$ cat config.mk
export PLATFORM = sky130hd
export DESIGN_NAME = lora_time_on_air_top
export DESIGN_NICKNAME = d
export VERILOG_FILES = /design/src/rtl/lta_pkg.sv /design/src/rtl/lta_blocks.sv /design/src/rtl/lta_airtime.sv /design/src/rtl/lora_time_on_air_top.sv
export SDC_FILE = /design/constraint.sdc
export NUM_CORES = 1
export LEC_CHECK = 0
export BUFFER_PORTS_ARGS = -buffer_cell sky130_fd_sc_hd__buf_2
export CAP_MARGIN = 10
export CORE_MARGIN = 8
export CORE_UTILIZATION = 60
export CTS_CLUSTER_DIAMETER = 200
export DETAILED_ROUTE_END_ITERATION = 12
export MAX_ROUTING_LAYER = met4
export PLACE_DENSITY = 0.86
export SLEW_MARGIN = 20
export SYNTH_ARGS = -nofsm -noshare
export SYNTH_HDL_FRONTEND = slang
export SYNTH_SLANG_ARGS = --single-unit
$ cat constraint.sdc
create_clock -name aclk -period 12.5 [get_ports aclk]
set_clock_uncertainty 0.1 [all_clocks]
set_input_delay 2.5 -clock aclk [delete_from_list [all_inputs] [get_ports aclk]]
set_output_delay 2.5 -clock aclk [all_outputs]
set_load 0.03 [all_outputs]
$ cat src/rtl/lta_pkg.sv
// Shared types, widths and register indexes for the LoRa time-on-air block.
// No dependencies; every other file in rtl/ imports this package.
package lta_pkg;

    localparam int LEN_W       = 8;   // payload length
    localparam int AIR_W       = 32;  // airtime in us
    localparam int PSYM_W      = 11;  // symbols after the preamble
    localparam int PRE_W       = 16;  // preamble length register
    localparam int SF_W        = 4;
    localparam int BW_W        = 2;
    localparam int CR_W        = 3;
    localparam int SH_W        = 4;   // left shift applied to the quarter-symbol count
    localparam int NUM_W       = 11;  // signed quarter numerator
    localparam int X_W         = 10;  // biased numerator for the ceiling divide
    localparam int Q_W         = 7;   // quotient (payload blocks)
    localparam int RCP_W       = 14;  // reciprocal of the divisor
    localparam int RCP_SHIFT   = 16;  // reciprocal scale 2^16
    localparam int PROD_W      = X_W + RCP_W;
    localparam int T_W         = 19;  // quarter-symbol count
    localparam int S_TDATA_W   = 8;
    localparam int M_TDATA_W   = 48;
    localparam int CFG_ADDR_W  = 3;
    localparam int CFG_DATA_W  = 16;

    localparam logic [SF_W-1:0] SF_MIN = 4'd6;
    localparam logic [SF_W-1:0] SF_MAX = 4'd12;
    localparam logic [SF_W-1:0] SF_LDR = 4'd11;  // low-data-rate optimization from here up

    // Configuration register indexes
    localparam logic [CFG_ADDR_W-1:0] REG_SF       = 3'd0;
    localparam logic [CFG_ADDR_W-1:0] REG_BW       = 3'd1;
    localparam logic [CFG_ADDR_W-1:0] REG_CR       = 3'd2;
    localparam logic [CFG_ADDR_W-1:0] REG_PREAMBLE = 3'd3;
    localparam logic [CFG_ADDR_W-1:0] REG_IMPLICIT = 3'd4;
    localparam logic [CFG_ADDR_W-1:0] REG_CRC      = 3'd5;

    // Bandwidth select codes
    localparam logic [BW_W-1:0] BW_125 = 2'd0;
    localparam logic [BW_W-1:0] BW_250 = 2'd1;

    // Settings decoded once from the registers and shared by the pipeline
    typedef struct packed {
        logic [SF_W-1:0]  sf;       // clamped to 6..12
        logic [SF_W-1:0]  div;      // sf - 2*de, 6..10
        logic [RCP_W-1:0] rcp;      // floor(2^16 / div)
        logic [CR_W-1:0]  cr;
        logic [PRE_W-1:0] preamble;
        logic [SH_W-1:0]  sh;       // log2(tsym) - 2
        logic             implicit_hdr;
        logic             crc_on;
    } lta_cfg_t;

    function automatic logic [RCP_W-1:0] lta_recip(input logic [SF_W-1:0] div);
        logic [RCP_W-1:0] r;
        unique case (div)
            4'd6:    r = 14'd10922;
            4'd7:    r = 14'd9362;
            4'd8:    r = 14'd8192;
            4'd9:    r = 14'd7281;
            4'd10:   r = 14'd6553;
            default: r = 14'd0;
        endcase
        return r;
    endfunction

endpackage

$ cat src/rtl/lta_blocks.sv
// Three-stage ceiling divide: payload blocks = ceil(num / den) clamped at zero.
// Uses a reciprocal multiply with one correction step. Depends on lta_pkg.
module lta_blocks
    import lta_pkg::*;
(
    input  logic             aclk,
    input  logic             aresetn,
    input  lta_cfg_t         cfg,
    input  logic             in_valid,
    output logic             in_ready,
    input  logic [LEN_W-1:0] in_len,
    output logic             out_valid,
    input  logic             out_ready,
    output logic [Q_W-1:0]   out_blocks
);

    logic             v1_reg, v2_reg, v3_reg;
    logic             rdy1, rdy2, rdy3;
    logic [X_W-1:0]   x1_reg, x2_reg;
    logic [X_W-1:0]   x_next;
    logic [Q_W-1:0]   q2_reg, q2_next;
    logic [Q_W-1:0]   blk3_reg, blk3_next;
    logic [NUM_W-1:0] num;
    logic             num_pos;
    logic [PROD_W-1:0] prod;
    logic [X_W-1:0]   qd;
    logic [X_W-1:0]   rem;

    assign rdy3 = !v3_reg || out_ready;
    assign rdy2 = !v2_reg || rdy3;
    assign rdy1 = !v1_reg || rdy2;
    assign in_ready = rdy1;

    // Stage 1: numerator divided by four (all its terms are multiples of four),
    // biased by div - 1 for the ceiling
    always_comb begin
        num = (NUM_W'(in_len) << 1) + NUM_W'(7) + (cfg.crc_on ? NUM_W'(4) : NUM_W'(0))
            - NUM_W'(cfg.sf) - (cfg.implicit_hdr ? NUM_W'(5) : NUM_W'(0));
        num_pos = !num[NUM_W-1] && (num != '0);
        x_next  = num_pos ? X_W'(num + NUM_W'(cfg.div) - NUM_W'(1)) : '0;
    end

    // Stage 2: estimate, low by at most one
    always_comb begin
        prod    = PROD_W'(x1_reg) * PROD_W'(cfg.rcp);
        q2_next = prod[RCP_SHIFT +: Q_W];
    end

    // Stage 3: correct the estimate
    always_comb begin
        qd  = X_W'(q2_reg) * X_W'(cfg.div);
        rem = x2_reg - qd;
        blk3_next = (rem >= X_W'(cfg.div)) ? q2_reg + Q_W'(1) : q2_reg;
    end

    always_ff @(posedge aclk) begin
        if (!aresetn) begin
            v1_reg <= 1'b0;
            v2_reg <= 1'b0;
            v3_reg <= 1'b0;
        end else begin
            if (rdy1) v1_reg <= in_valid;
            if (rdy2) v2_reg <= v1_reg;
            if (rdy3) v3_reg <= v2_reg;
        end
    end

    always_ff @(posedge aclk) begin
        if (rdy1 && in_valid) x1_reg <= x_next;
        if (rdy2 && v1_reg) begin
            q2_reg <= q2_next;
            x2_reg <= x1_reg;
        end
        if (rdy3 && v2_reg) blk3_reg <= blk3_next;
    end

    assign out_valid  = v3_reg;
    assign out_blocks = blk3_reg;

endmodule

$ cat src/rtl/lta_airtime.sv
// Two-stage back end: payload symbol count, then airtime by symbol-time shift.
// The second stage is the output register. Depends on lta_pkg.
module lta_airtime
    import lta_pkg::*;
(
    input  logic              aclk,
    input  logic              aresetn,
    input  lta_cfg_t          cfg,
    input  logic              in_valid,
    output logic              in_ready,
    input  logic [Q_W-1:0]    in_blocks,
    output logic              out_valid,
    input  logic              out_ready,
    output logic [AIR_W-1:0]  out_airtime,
    output logic [PSYM_W-1:0] out_psym
);

    logic              v4_reg, v5_reg;
    logic              rdy4, rdy5;
    logic [CR_W:0]     cr_mult;
    logic [PSYM_W-1:0] psym4_reg, psym4_next;
    logic [PSYM_W-1:0] psym5_reg;
    logic [T_W-1:0]    quarters;
    logic [AIR_W-1:0]  air5_reg, air5_next;

    assign rdy5 = !v5_reg || out_ready;
    assign rdy4 = !v4_reg || rdy5;
    assign in_ready = rdy4;

    always_comb begin
        cr_mult    = {1'b0, cfg.cr} + (CR_W+1)'(4);
        psym4_next = PSYM_W'(in_blocks) * PSYM_W'(cr_mult) + PSYM_W'(8);
    end

    // Quarter symbols: 4*preamble + 17 + 4*psym, then times tsym / 4
    always_comb begin
        quarters  = T_W'({cfg.preamble, 2'b00}) + T_W'(17) + T_W'({psym4_reg, 2'b00});
        air5_next = AIR_W'(quarters) << cfg.sh;
    end

    always_ff @(posedge aclk) begin
        if (!aresetn) begin
            v4_reg <= 1'b0;
            v5_reg <= 1'b0;
        end else begin
            if (rdy4) v4_reg <= in_valid;
            if (rdy5) v5_reg <= v4_reg;
        end
    end

    always_ff @(posedge aclk) begin
        if (rdy4 && in_valid) psym4_reg <= psym4_next;
        if (rdy5 && v4_reg) begin
            air5_reg  <= air5_next;
            psym5_reg <= psym4_reg;
        end
    end

    assign out_valid   = v5_reg;
    assign out_airtime = air5_reg;
    assign out_psym    = psym5_reg;

endmodule

$ cat src/rtl/lora_time_on_air_top.sv
// Top level of the LoRa time-on-air calculator: config registers and stream ports.
// Instantiates lta_blocks and lta_airtime; depends on lta_pkg.
//
//  channel  | direction | word contents (low bit first)
//  s_axis   | in        | tdata[7:0] payload_length
//  m_axis   | out       | tdata[31:0] airtime_us, tdata[42:32] payload_symbols
//  cfg      | in        | cfg_addr selects register, cfg_wdata value, cfg_we strobe
//
// One word is accepted every cycle while m_tready stays high.
// The five stages are: numerator, reciprocal multiply, divide correction,
// symbol count multiply, and airtime shift into the output register.
// Each stage holds its word while the stage after it is full, so stalls lose nothing.
// aresetn (synchronous) empties the pipeline and restores the register defaults.
module lora_time_on_air_top
    import lta_pkg::*;
(
    input  logic                  aclk,
    input  logic                  aresetn,
    input  logic                  cfg_we,
    input  logic [CFG_ADDR_W-1:0] cfg_addr,
    input  logic [CFG_DATA_W-1:0] cfg_wdata,
    input  logic                  s_tvalid,
    output logic                  s_tready,
    input  logic [S_TDATA_W-1:0]  s_tdata,   // [7:0] payload_length
    output logic                  m_tvalid,
    input  logic                  m_tready,
    output logic [M_TDATA_W-1:0]  m_tdata    // [31:0] airtime_us, [42:32] payload_symbols
);

    logic [SF_W-1:0]  sf_reg;
    logic [BW_W-1:0]  bw_reg;
    logic [CR_W-1:0]  cr_reg;
    logic [PRE_W-1:0] pre_reg;
    logic             ih_reg;
    logic             crc_reg;

    lta_cfg_t         cfg;
    logic [SF_W-1:0]  sf_clamped;
    logic [SH_W-1:0]  bw_shift;

    logic             blk_valid, blk_ready;
    logic [Q_W-1:0]   blk_count;
    logic [AIR_W-1:0] airtime;
    logic [PSYM_W-1:0] psym;

    always_ff @(posedge aclk) begin
        if (!aresetn) begin
            sf_reg  <= 4'd10;
            bw_reg  <= BW_125;
            cr_reg  <= 3'd1;
            pre_reg <= 16'd8;
            ih_reg  <= 1'b0;
            crc_reg <= 1'b1;
        end else if (cfg_we) begin
            unique case (cfg_addr)
                REG_SF:       sf_reg  <= cfg_wdata[SF_W-1:0];
                REG_BW:       bw_reg  <= cfg_wdata[BW_W-1:0];
                REG_CR:       cr_reg  <= cfg_wdata[CR_W-1:0];
                REG_PREAMBLE: pre_reg <= cfg_wdata[PRE_W-1:0];
                REG_IMPLICIT: ih_reg  <= cfg_wdata[0];
                REG_CRC:      crc_reg <= cfg_wdata[0];
                default:      ;
            endcase
        end
    end

    // Decode settings; symbol time is 2^sf * (8, 4 or 2) us
    always_comb begin
        priority if (sf_reg < SF_MIN) sf_clamped = SF_MIN;
        else if (sf_reg > SF_MAX)     sf_clamped = SF_MAX;
        else                          sf_clamped = sf_reg;

        unique case (bw_reg)
            BW_125:  bw_shift = SH_W'(3);
            BW_250:  bw_shift = SH_W'(2);
            default: bw_shift = SH_W'(1);
        endcase

        cfg.sf           = sf_clamped;
        cfg.div          = (sf_clamped >= SF_LDR) ? sf_clamped - SF_W'(2) : sf_clamped;
        cfg.rcp          = lta_recip(cfg.div);
        cfg.cr           = cr_reg;
        cfg.preamble     = pre_reg;
        cfg.sh           = sf_clamped + bw_shift - SH_W'(2);
        cfg.implicit_hdr = ih_reg;
        cfg.crc_on       = crc_reg;
    end

    lta_blocks u_blocks (
        .aclk       (aclk),
        .aresetn    (aresetn),
        .cfg        (cfg),
        .in_valid   (s_tvalid),
        .in_ready   (s_tready),
        .in_len     (s_tdata[LEN_W-1:0]),
        .out_valid  (blk_valid),
        .out_ready  (blk_ready),
        .out_blocks (blk_count)
    );

    lta_airtime u_airtime (
        .aclk        (aclk),
        .aresetn     (aresetn),
        .cfg         (cfg),
        .in_valid    (blk_valid),
        .in_ready    (blk_ready),
        .in_blocks   (blk_count),
        .out_valid   (m_tvalid),
        .out_ready   (m_tready),
        .out_airtime (airtime),
        .out_psym    (psym)
    );

    assign m_tdata = {(M_TDATA_W-AIR_W-PSYM_W)'(0), psym, airtime};

`ifndef SYNTHESIS
    // The fixed eight-symbol term always leaves at least eight payload symbols
    a_psym_floor: assert property (@(posedge aclk) disable iff (!aresetn)
        m_tvalid |-> (m_tdata[42:32] >= 11'd8))
        else $error("payload symbol count below eight");

    // Largest case is 86 blocks at coding rate 7
    a_psym_ceiling: assert property (@(posedge aclk) disable iff (!aresetn)
        m_tvalid |-> (m_tdata[42:32] <= 11'd954))
        else $error("payload symbol count above maximum");

    // Quarter-symbol count is odd and shifted by at least five
    a_air_shape: assert property (@(posedge aclk) disable iff (!aresetn)
        m_tvalid |-> ((m_tdata[31:0] != 32'd0) && (m_tdata[4:0] == 5'd0)))
        else $error("airtime not a nonzero multiple of the minimum symbol quarter");
`endif

endmodule

### Word level (Yosys, flattened, before mapping)

Cells that the tools add are included.

* add/subtract/negate cells: 15
* multipliers: 3
* div/mod/pow operators: 0
* magnitude comparators: 4
* equal/unequal tests: 11
* shifts and indexed selects: 1
* muxes and demuxes: 8
* bitwise logic cells: 0
* reductions and logical operators: 26

Operators by type and width (count)
* $pmux 14 s5: 1
* $shl 19x4->32: 1
* $mul 10x14->23: 1
* $add 18x5->19 const B: 1
* $add 19x13->19: 1
* $eq 4x4->1 const B: 3
* $mux 4: 3
* $reduce_and 2->1: 6
* $add 11x11->11: 1
* $add 11x4->11 const B: 1
* $mul 7x4->11: 1
* $reduce_bool 11->1: 1
* $sub 11x3->11: 1
* $sub 11x4->11: 1
* $add 10x4->10: 1
* $add 9x3->10 const B: 1
* $ge 10x4->1: 1
* $mul 7x4->10: 1
* $sub 10x1->10 const B: 1
* $sub 10x10->10: 1
* $eq 4x3->1 const B: 2
* $sub 4x2->4 const B: 2
* $add 7x1->7 const B: 1
* $mux 7: 1
* 16 further kinds: 33

* register bits: 120
* bits in latches: 0
* memory bits (writable): 0
* bits in read-only memories: 0
* word-level logic and storage cells: 86
* memories kept: 0

### Depth between registers and ports, before layout

Gate-level depths: netlist (run 1).

* word-level depth: 9
* gate-level depth with buffers: 27
* mapped depth without buffers: 25

### Cells and area by module

A second synthesis (run 1) with hierarchy kept.

* cell total of the unflattened synthesis: 1452
* area total of the unflattened synthesis: 13706.9 µm²

By module, submodules not included
* lta_blocks: instances 1, cells an instance 824, area each 7521.0 µm², seq. area each 1081.0 µm²
* lta_airtime: instances 1, cells an instance 451, area each 4667.0 µm², seq. area each 1661.6 µm²
* lora_time_on_air_top: instances 1, cells an instance 177, area each 1519.0 µm², seq. area each 540.5 µm²

### Worst setup path before layout (run 1)

Ideal clock, no wire load.

* path kind: reg2reg
* start point: register sf_reg[3]
* end point: register u_blocks.q2_reg[6] (data pin)
* arrival time: 6.274 ns
* required time: 12.141 ns
* path slack: 5.866 ns
* cell stages (with the launch flop): 26
* path buffers: 3
* cells stage by stage: dfxtp_1 buf_2 inv_1 nor2_1 inv_1 a21oi_1 clkbuf_1 buf_1 nand2_1 fa_1 inv_1 fa_1 fa_1 fa_1 inv_1 fa_1 inv_1 ha_1 nand2_1 o21ai_0 a2111oi_0 a21oi_1 a211oi_1 o21bai_1 a21oi_1 xnor2_1

* cells in the longest elaborated chain, start to end: 8

RTL lines
* from (decl): line lora_time_on_air_top.sv:30 `logic [SF_W-1:0] sf_reg;`
* from (signal assigned): line lora_time_on_air_top.sv:56 `REG_SF: sf_reg <= cfg_wdata[SF_W-1:0];`
* $gt 4x4->1: line lora_time_on_air_top.sv:70 `else if (sf_reg > SF_MAX) sf_clamped = SF_MAX;`
* $mux 4: line lora_time_on_air_top.sv:70
* $mux 4 (*): line lora_time_on_air_top.sv:69 `priority if (sf_reg < SF_MIN) sf_clamped = SF_MIN;`
* $sub 4x2->4 / $ge 4x4->1 (equally long branches): line lora_time_on_air_top.sv:80 `cfg.div = (sf_clamped >= SF_LDR) ? sf_clamped - SF_W'(2) : sf_clamped;`
* $mux 4 (*): line lora_time_on_air_top.sv:80
* $eq 4x4->1 / $eq 4x3->1 (equally long branches): line lta_pkg.sv:55 `unique case (div)`
* $pmux 14 s5 (*): line lta_pkg.sv:55
* $mul 10x14->23 (*): line lta_blocks.sv:45 `prod = PROD_W'(x1_reg) * PROD_W'(cfg.rcp);`
* named net u_blocks.prod[22]: line lta_blocks.sv:25 `logic [PROD_W-1:0] prod;`
* to (signal assigned): line lta_blocks.sv:71 `q2_reg <= q2_next;`
* to (decl): line lta_blocks.sv:21 `logic [Q_W-1:0] q2_reg, q2_next;`

The timed path passes the listed nets; every way through them passes the cells marked *.
A chain may end at the register's enable or synchronous reset.

### Worst setup path after layout (run 1)

Ends and elaborated chain as after synthesis.

==> results of run 1 <==
[power groups by stage]
| stage | Clock, uW | Sequential [uW] | Combinational, uW |
|---|---|---|---|
| floorplan | 0 | 597 | 2320 |
| CTS | 503 | 640 | 3060 |
| finish | 500 | 644 | 3030 |
| global route | 521 | 646 | 3530 |
| detailed placement | 0 | 648 | 3010 |
| global placement | 0 | 648 | 2880 |
[Yosys cell counts (all sizes together), types with 3 or more instances]
cell type,count
nor2b,26
or3,3
a21o,24
o22ai,4
xor2,19
a211oi,7
and3,24
dfxtp,32
xnor2,48
edfxtp,88
o21ai,40
a31oi,5
o211ai,8
a221oi,3
nand3,17
nand4,4
nor3,11
o221ai,4
clkbuf,41
nand2,141
fa,112
nand2b,6
mux2i,22
a2111oi,3
ha,158
a21oi,49
o31ai,5
inv,177
a21boi,21
nor3b,4
and2,50
buf,17
mux2,12
nor2,67
o21a,6
or2,11
o21bai,10
[cell families (layout without fill, tap and decap cells)]
group,after synthesis,count (layout),synth area share (%)
fa+ha+maj,270,270,33.4
xor+xnor,67,67,4.65
buf+inv,235,294,7.21
mux,36,36,3.17
other cells,1,5,0.0297
simple gates,371,371,14.2
compound gates,210,210,11.4
flops,120,120,26.0
[metrics by stage]
step	cell area, um^2	hold WS, ns	utilization (%)
2_1_floorplan	12600	0.324	-
3_3_place_gp	13200	0.347	63.4
3_5_place_dp	13200	0.354	63.4
4_1_cts	13800	0.370	66.3
5_1_grt	13800	0.386	66.4
6_report	13800	0.370	66.4
[layout make-up]
cell class / count / area, um^2 / share of cell area [%]
flip-flops and latches: 120 / 3280 / 23.8
clock buffers: 18 / 429 / 3.11
well taps: 275 / 344 / 2.49
clock inverters: 14 / 164 / 1.19
inverters: 177 / 664 / 4.81
multi-input cells: 959 / 8470 / 61.3
repair buffers: 85 / 460 / 3.33
[worst max path at each step]
stage,from,endpoint,slack [ns]
global route,sf_reg[3],u_blocks.q2_reg[6],4.06
floorplan,sf_reg[3],u_blocks.q2_reg[6],5.87
global placement,sf_reg[3],u_blocks.q2_reg[6],4.95
CTS,sf_reg[3],u_blocks.q2_reg[6],4.63
detailed placement,sf_reg[3],u_blocks.q2_reg[6],4.64
finish,sf_reg[3],u_blocks.q2_reg[6],4.53
[per-layer routing]
| layer | up-vias | global-route usage [%] | share of wire (%) |
|---|---|---|---|
| met4 | 0 | 10.2 | 3.8 |
| li1 | 4477 | - | - |
| met3 | 82 | 3.67 | 6.5 |
| met5 | - | - | 0 |
| met2 | 369 | 39.8 | 50 |
| met1 | 4568 | 28.2 | 39 |
==> summary.md, run 1 <==
| Metric | Value |
|---|---|
| FP Rows | 53 |
| FF-to-FF End | u_blocks.q2_reg[6] |
| Relative slew slack | 28.4% |
| Fmax | 0.125 GHz |
| Leading cell type in the layout, fill and taps excluded | inv_1 |
| Global-route wire length before repair | 48400 um |
| Most common flop cell mapped by yosys | edfxtp_1 |
| Max IR drop VDD | 0.778 mV |
| Critical path depth in cells | 24 |
| CTS tree | done |
| Critical R2R Launch | sf_reg[3] |
| Post-CTS setup buffer count | 0 |
| Synth top area share | 20.9% |
| Data required, critical path | 12.59 ns |
| Drt wl/cell | 17.8 um |
| Remaining DRCs | 0 |
| Initial Utilization | 60.6% |
| Tot Pwr | 4170 uW |
| Area leader, netlist | edfxtp_1 |
| Clock Latency Late Sink | 0.43 ns |
| Die Y | 161 um |
| Inserted Diodes | 0 |
| Avg Cell Area, Syn | 9.64 um^2 |
| Total die area | 25900 um^2 |
| CP Class | reg -> reg |
| Fin nets | 1662 |
| Max Transition Viols Final | 0 |
| Max reg flops | 32 |
| Post-route insts no fill | 1648 |
| Syn-to-layout area delta | 9.44% |
| Most frequent cells in the layout | inv_1, ha_1, nand2_1 |
| Sw power | 1980 uW |
| HPWL after DPL | 23100 um |
| Startpoint types | flop |
| Internal power | 2190 uW |
| Power per cell area | 302 nW/um^2 |
| Setup TNS | 0 ns |
| Slowest stage delay, CP | 0.61 ns |
| Crit end category | flop |
| GPL Wtd Cong | 0.993 |
| Vias post-DR | 9496 |
| Post-Syn Area | 12600 um^2 |
| Max-capacitance violation count | 0 |
| Htree depth | 4 |
| Status | finished, final reports clean |
| Worst hold path startpoint | u_airtime.psym4_reg[2] |
| Sw frac | 47.6% |
| Yosys Warn Count | 0 |
| Dominant cells by area after synthesis | edfxtp_1, fa_1, ha_1, inv_1, dfxtp_1 |
| Post-route ant nets | 0 |
| Detailed Routing Iterations Pass 1 | 7 |
| IO Count | 82 |
| Fill cells | 1598 |
| Detailed router's first-iteration violation count | 631 |
| Share of cells above drive strength 1 | 11.4% |
| CP Buf/Inv Count | 6 |
| Clock slew seen by the registers of the worst setup and hold paths | 0.07 ns |
| Worst-Margin Slew | 1.07 ns |
| Critical path arrival | 8.06 ns |
| Min Tclk post-route | 7.97 ns |
| GRT Overall Usage | 23.8% |
| R2r setup slk | 4.53 ns |
| Leakage | 0.00656 uW |
| Netlist cell types | 69 |
| # setup viols final | 0 |
| Clock network power share | 12.0% |
| GRT overflow | 0 |
| Cells on Worst Hold Path | 0 |
| Crit-path cells | buf_4 > inv_1 > nor2_1 > o21ai_2 > inv_1 > nor2_1 > nand2_1 > fa_1 > inv_1 > fa_1 > fa_1 > fa_1 > inv_1 > fa_1 > inv_1 > ha_1 > a21oi_1 > o21ai_0 > a2111oi_0 > a21oi_1 > a211oi_1 > o21bai_1 > a21oi_1 > xnor2_1 |
| Vias per cell | 5.76 |
| Ys async rst share | 0% |
| Hold buffer count at CTS | 0 |
| CP Max Fanout | 37 |
| Sequential area share after synthesis | 26.0% |
| Crit-path slowest cell | nor2_1 |
| Min-Delay Path Class | reg -> reg |
| Reg power frac | 15.4% |
| Initial antenna violation count | 0 |
| Post-synth EDFFs | 88 |
| Final hold vios | 0 |
| WL final | 29300 um |
| IO Port Bufs | 76 |
| RSZ-0062 raised after global routing | no |
| Die W | 161 um |
| Comb power frac | 72.6% |
| Top Family by Delay on Critical Path | adder cells |
| Reg2reg path depth | 24 |
| Vias in the first global route | 9677 |
| Dpl ws | 4.64 ns |
| Core ar. | 20800 um^2 |
| Post-route setup slack | 4.53 ns |
| Clock sink count | 120 |
| Number of buffers created by CTS | 17 |
| Worst Hold End | u_airtime.out_psym[2] |
| Post-CTS resize count | 0 |
| Bufs on Longest Clock Path | 2 |
| Synth Instances | 1310 |
| Dpl cells | 1615 |
| Crit share post-route | 63.7% |
| Clock Root Buffer | clkbuf_16 |
| Largest net degree at the start of global routing | 44 |
| Register bit total from synthesis | 120 |
No activity file was read; power rests on OpenSTA's default activity.
==> run 2: changes to the inputs <==
- clock period: 12.5 -> 7.6 ns (I/O delays scaled with it)
==> summary.md, run 2 (same netlist as run 1, synthesis figures left out) <==
| Metric | Value |
|---|---|
| Status | finished, final reports clean |
| CP dominant cell by count | fa_1 |
| Post-route ant nets | 0 |
| Post-route setup slack | 0.569 ns |
| Inserted Diodes | 0 |
| Crit-path slowest cell | nor2_1 |
| Vias in the first global route | 9828 |
| Clock Latency Late Sink | 0.43 ns |
| Max Transition Viols Final | 0 |
| Data required, critical path | 7.68 ns |
| CTS tree | done |
| Min-Delay Path Class | reg -> reg |
| CP Max Fanout | 11 |
| GPL Wtd Cong | 0.999 |
| Core ar. | 20800 um^2 |
| Initial Utilization | 60.6% |
| Vias per cell | 5.74 |
| Initial antenna violation count | 0 |
| Clock sink count | 120 |
| Crit end category | flop |
| Fin nets | 1666 |
| Max-capacitance violation count | 0 |
| CP Class | reg -> reg |
| Reg2reg path depth | 23 |
| Clock slew seen by the registers of the worst setup and hold paths | 0.06 ns |
| Setup TNS | 0 ns |
| Detailed Routing Iterations Pass 1 | 5 |
| CP Buf/Inv Count | 4 |
| Htree depth | 4 |
| Slowest stage delay, CP | 0.66 ns |
| Fill cells | 1594 |
| Startpoint types | flop |
| Most frequent cells in the layout | inv_1, ha_1, nand2_1 |
| Post-CTS resize count | 0 |
| Bufs on Longest Clock Path | 2 |
| Drt wl/cell | 17.3 um |
| Detailed router's first-iteration violation count | 586 |
| Remaining DRCs | 0 |
| GRT Overall Usage | 23.5% |
| Global-route wire length before repair | 48400 um |
| Max IR drop VDD | 1.05 mV |
| Power per cell area | 488 nW/um^2 |
| Crit-path cells | nor2_1 > inv_1 > a21oi_2 > nor2_1 > and2_1 > nor2_1 > fa_1 > inv_1 > fa_1 > fa_1 > fa_1 > inv_1 > fa_1 > inv_1 > ha_1 > a21oi_1 > o21ai_0 > a2111oi_0 > a21oi_1 > a211oi_1 > o21bai_1 > a21oi_1 > xnor2_1 |
| Final hold vios | 0 |
| Syn-to-layout area delta | 9.52% |
| Min Tclk post-route | 7.03 ns |
| WL final | 28700 um |
| Leading cell type in the layout, fill and taps excluded | inv_1 |
| IO Port Bufs | 76 |
| Cells on Worst Hold Path | 2 |
| Top Family by Delay on Critical Path | adder cells |
| Multi-input logic area | 8480 um^2 |
| GRT overflow | 0 |
| HPWL after DPL | 22400 um |
| Clock Root Buffer | clkbuf_16 |
| Crit share post-route | 92.5% |
| Share of cells above drive strength 1 | 11.7% |
| Fmax | 0.142 GHz |
| Largest net degree at the start of global routing | 37 |
| # setup viols final | 0 |
| Total die area | 25900 um^2 |
| Total area of sequential cells | 3280 um^2 |
| Die W | 161 um |
| Critical path arrival | 7.11 ns |
| Vias post-DR | 9480 |
| Die Y | 161 um |
| Hold buffer count at CTS | 0 |
| Dpl ws | 0.668 ns |
| RSZ-0062 raised after global routing | no |
| Max reg flops | 32 |
| Leakage | 0.00657 uW |
| Post-CTS setup buffer count | 0 |
| Dpl cells | 1620 |
| Post-route insts no fill | 1652 |
| IO Count | 82 |
| Util after Layout | 66.4% |
| Placed cell areas | 13300 um^2 |
| Critical path depth in cells | 23 |
| Number of buffers created by CTS | 17 |
| Relative slew slack | 37.4% |
| Worst-Margin Slew | 0.926 ns |
| FP Rows | 53 |
| Final instance area | 13800 um^2 |
==> run 2: changes by cell type in the layout (fill, tap and decap cells not counted), sizes merged <==
cell / delta
bufinv: -1
buf: +4
clkinv: +3
clkbuf: -1
inv: -1
==> run 2: path summary, 6_finish.rpt <==
path                                      endpoint  slack [ns]  startpoint
worst max register to register  u_blocks.q2_reg[6]        0.57   sf_reg[2]
worst min-delay path                    pre_reg[9]        0.37  pre_reg[9]
worst max-delay path            u_blocks.q2_reg[6]        0.57   sf_reg[2]
worst min register to register          pre_reg[9]        0.37  pre_reg[9]
==> run 2: metrics by stage <==
step                      total power (uW)  hold WS (ns)
after detailed placement              5930         0.362
after CTS                             6760         0.376
final                                 6750         0.371
after global routing                  7640         0.371
after global placement                5790         0.350
after floorplan                       4800         0.324
==> run 2: final cells by class <==
type	count	area share, %
clock buffers	17	3.08
clock inverters	15	1.03
inverters	177	4.80
multi-input cells	959	61.3
flip-flops and latches	120	23.7
well taps	275	2.49
repair buffers	89	3.55
==> run 2: power breakdown <==
group	leakage (uW)	switching [uW]	internal, uW	total (uW)
Clock	0.000271	319	455	774
Sequential	0.00109	136	919	1060
Combinational	0.00521	2750	2170	4920
Total	0.00657	3210	3540	6750
==> run 2: per-layer routing <==
metal	share of wire (%)	routed length (um)	vias to the layer above	track usage, %
li1	-	-	4499	-
met1	40	11300	4567	27.6
met2	51	14700	349	40.1
met3	6.7	1930	65	4.07
met4	2.6	733	0	8.54
met5	0	0	-	-
==> run 2: worst register-to-register path, stage by stage (launching register included) <==
cell	delay, ns
dfxtp_1	0.48
nor2_1	0.16
inv_1	0.22
a21oi_2	0.09
nor2_1	0.66
and2_1	0.28
nor2_1	0.06
fa_1	0.48
inv_1	0.06
fa_1	0.50
fa_1	0.53
fa_1	0.55
inv_1	0.08
fa_1	0.54
inv_1	0.04
ha_1	0.32
a21oi_1	0.13
o21ai_0	0.08
a2111oi_0	0.43
a21oi_1	0.21
a211oi_1	0.36
o21bai_1	0.15
a21oi_1	0.20
xnor2_1	0.09
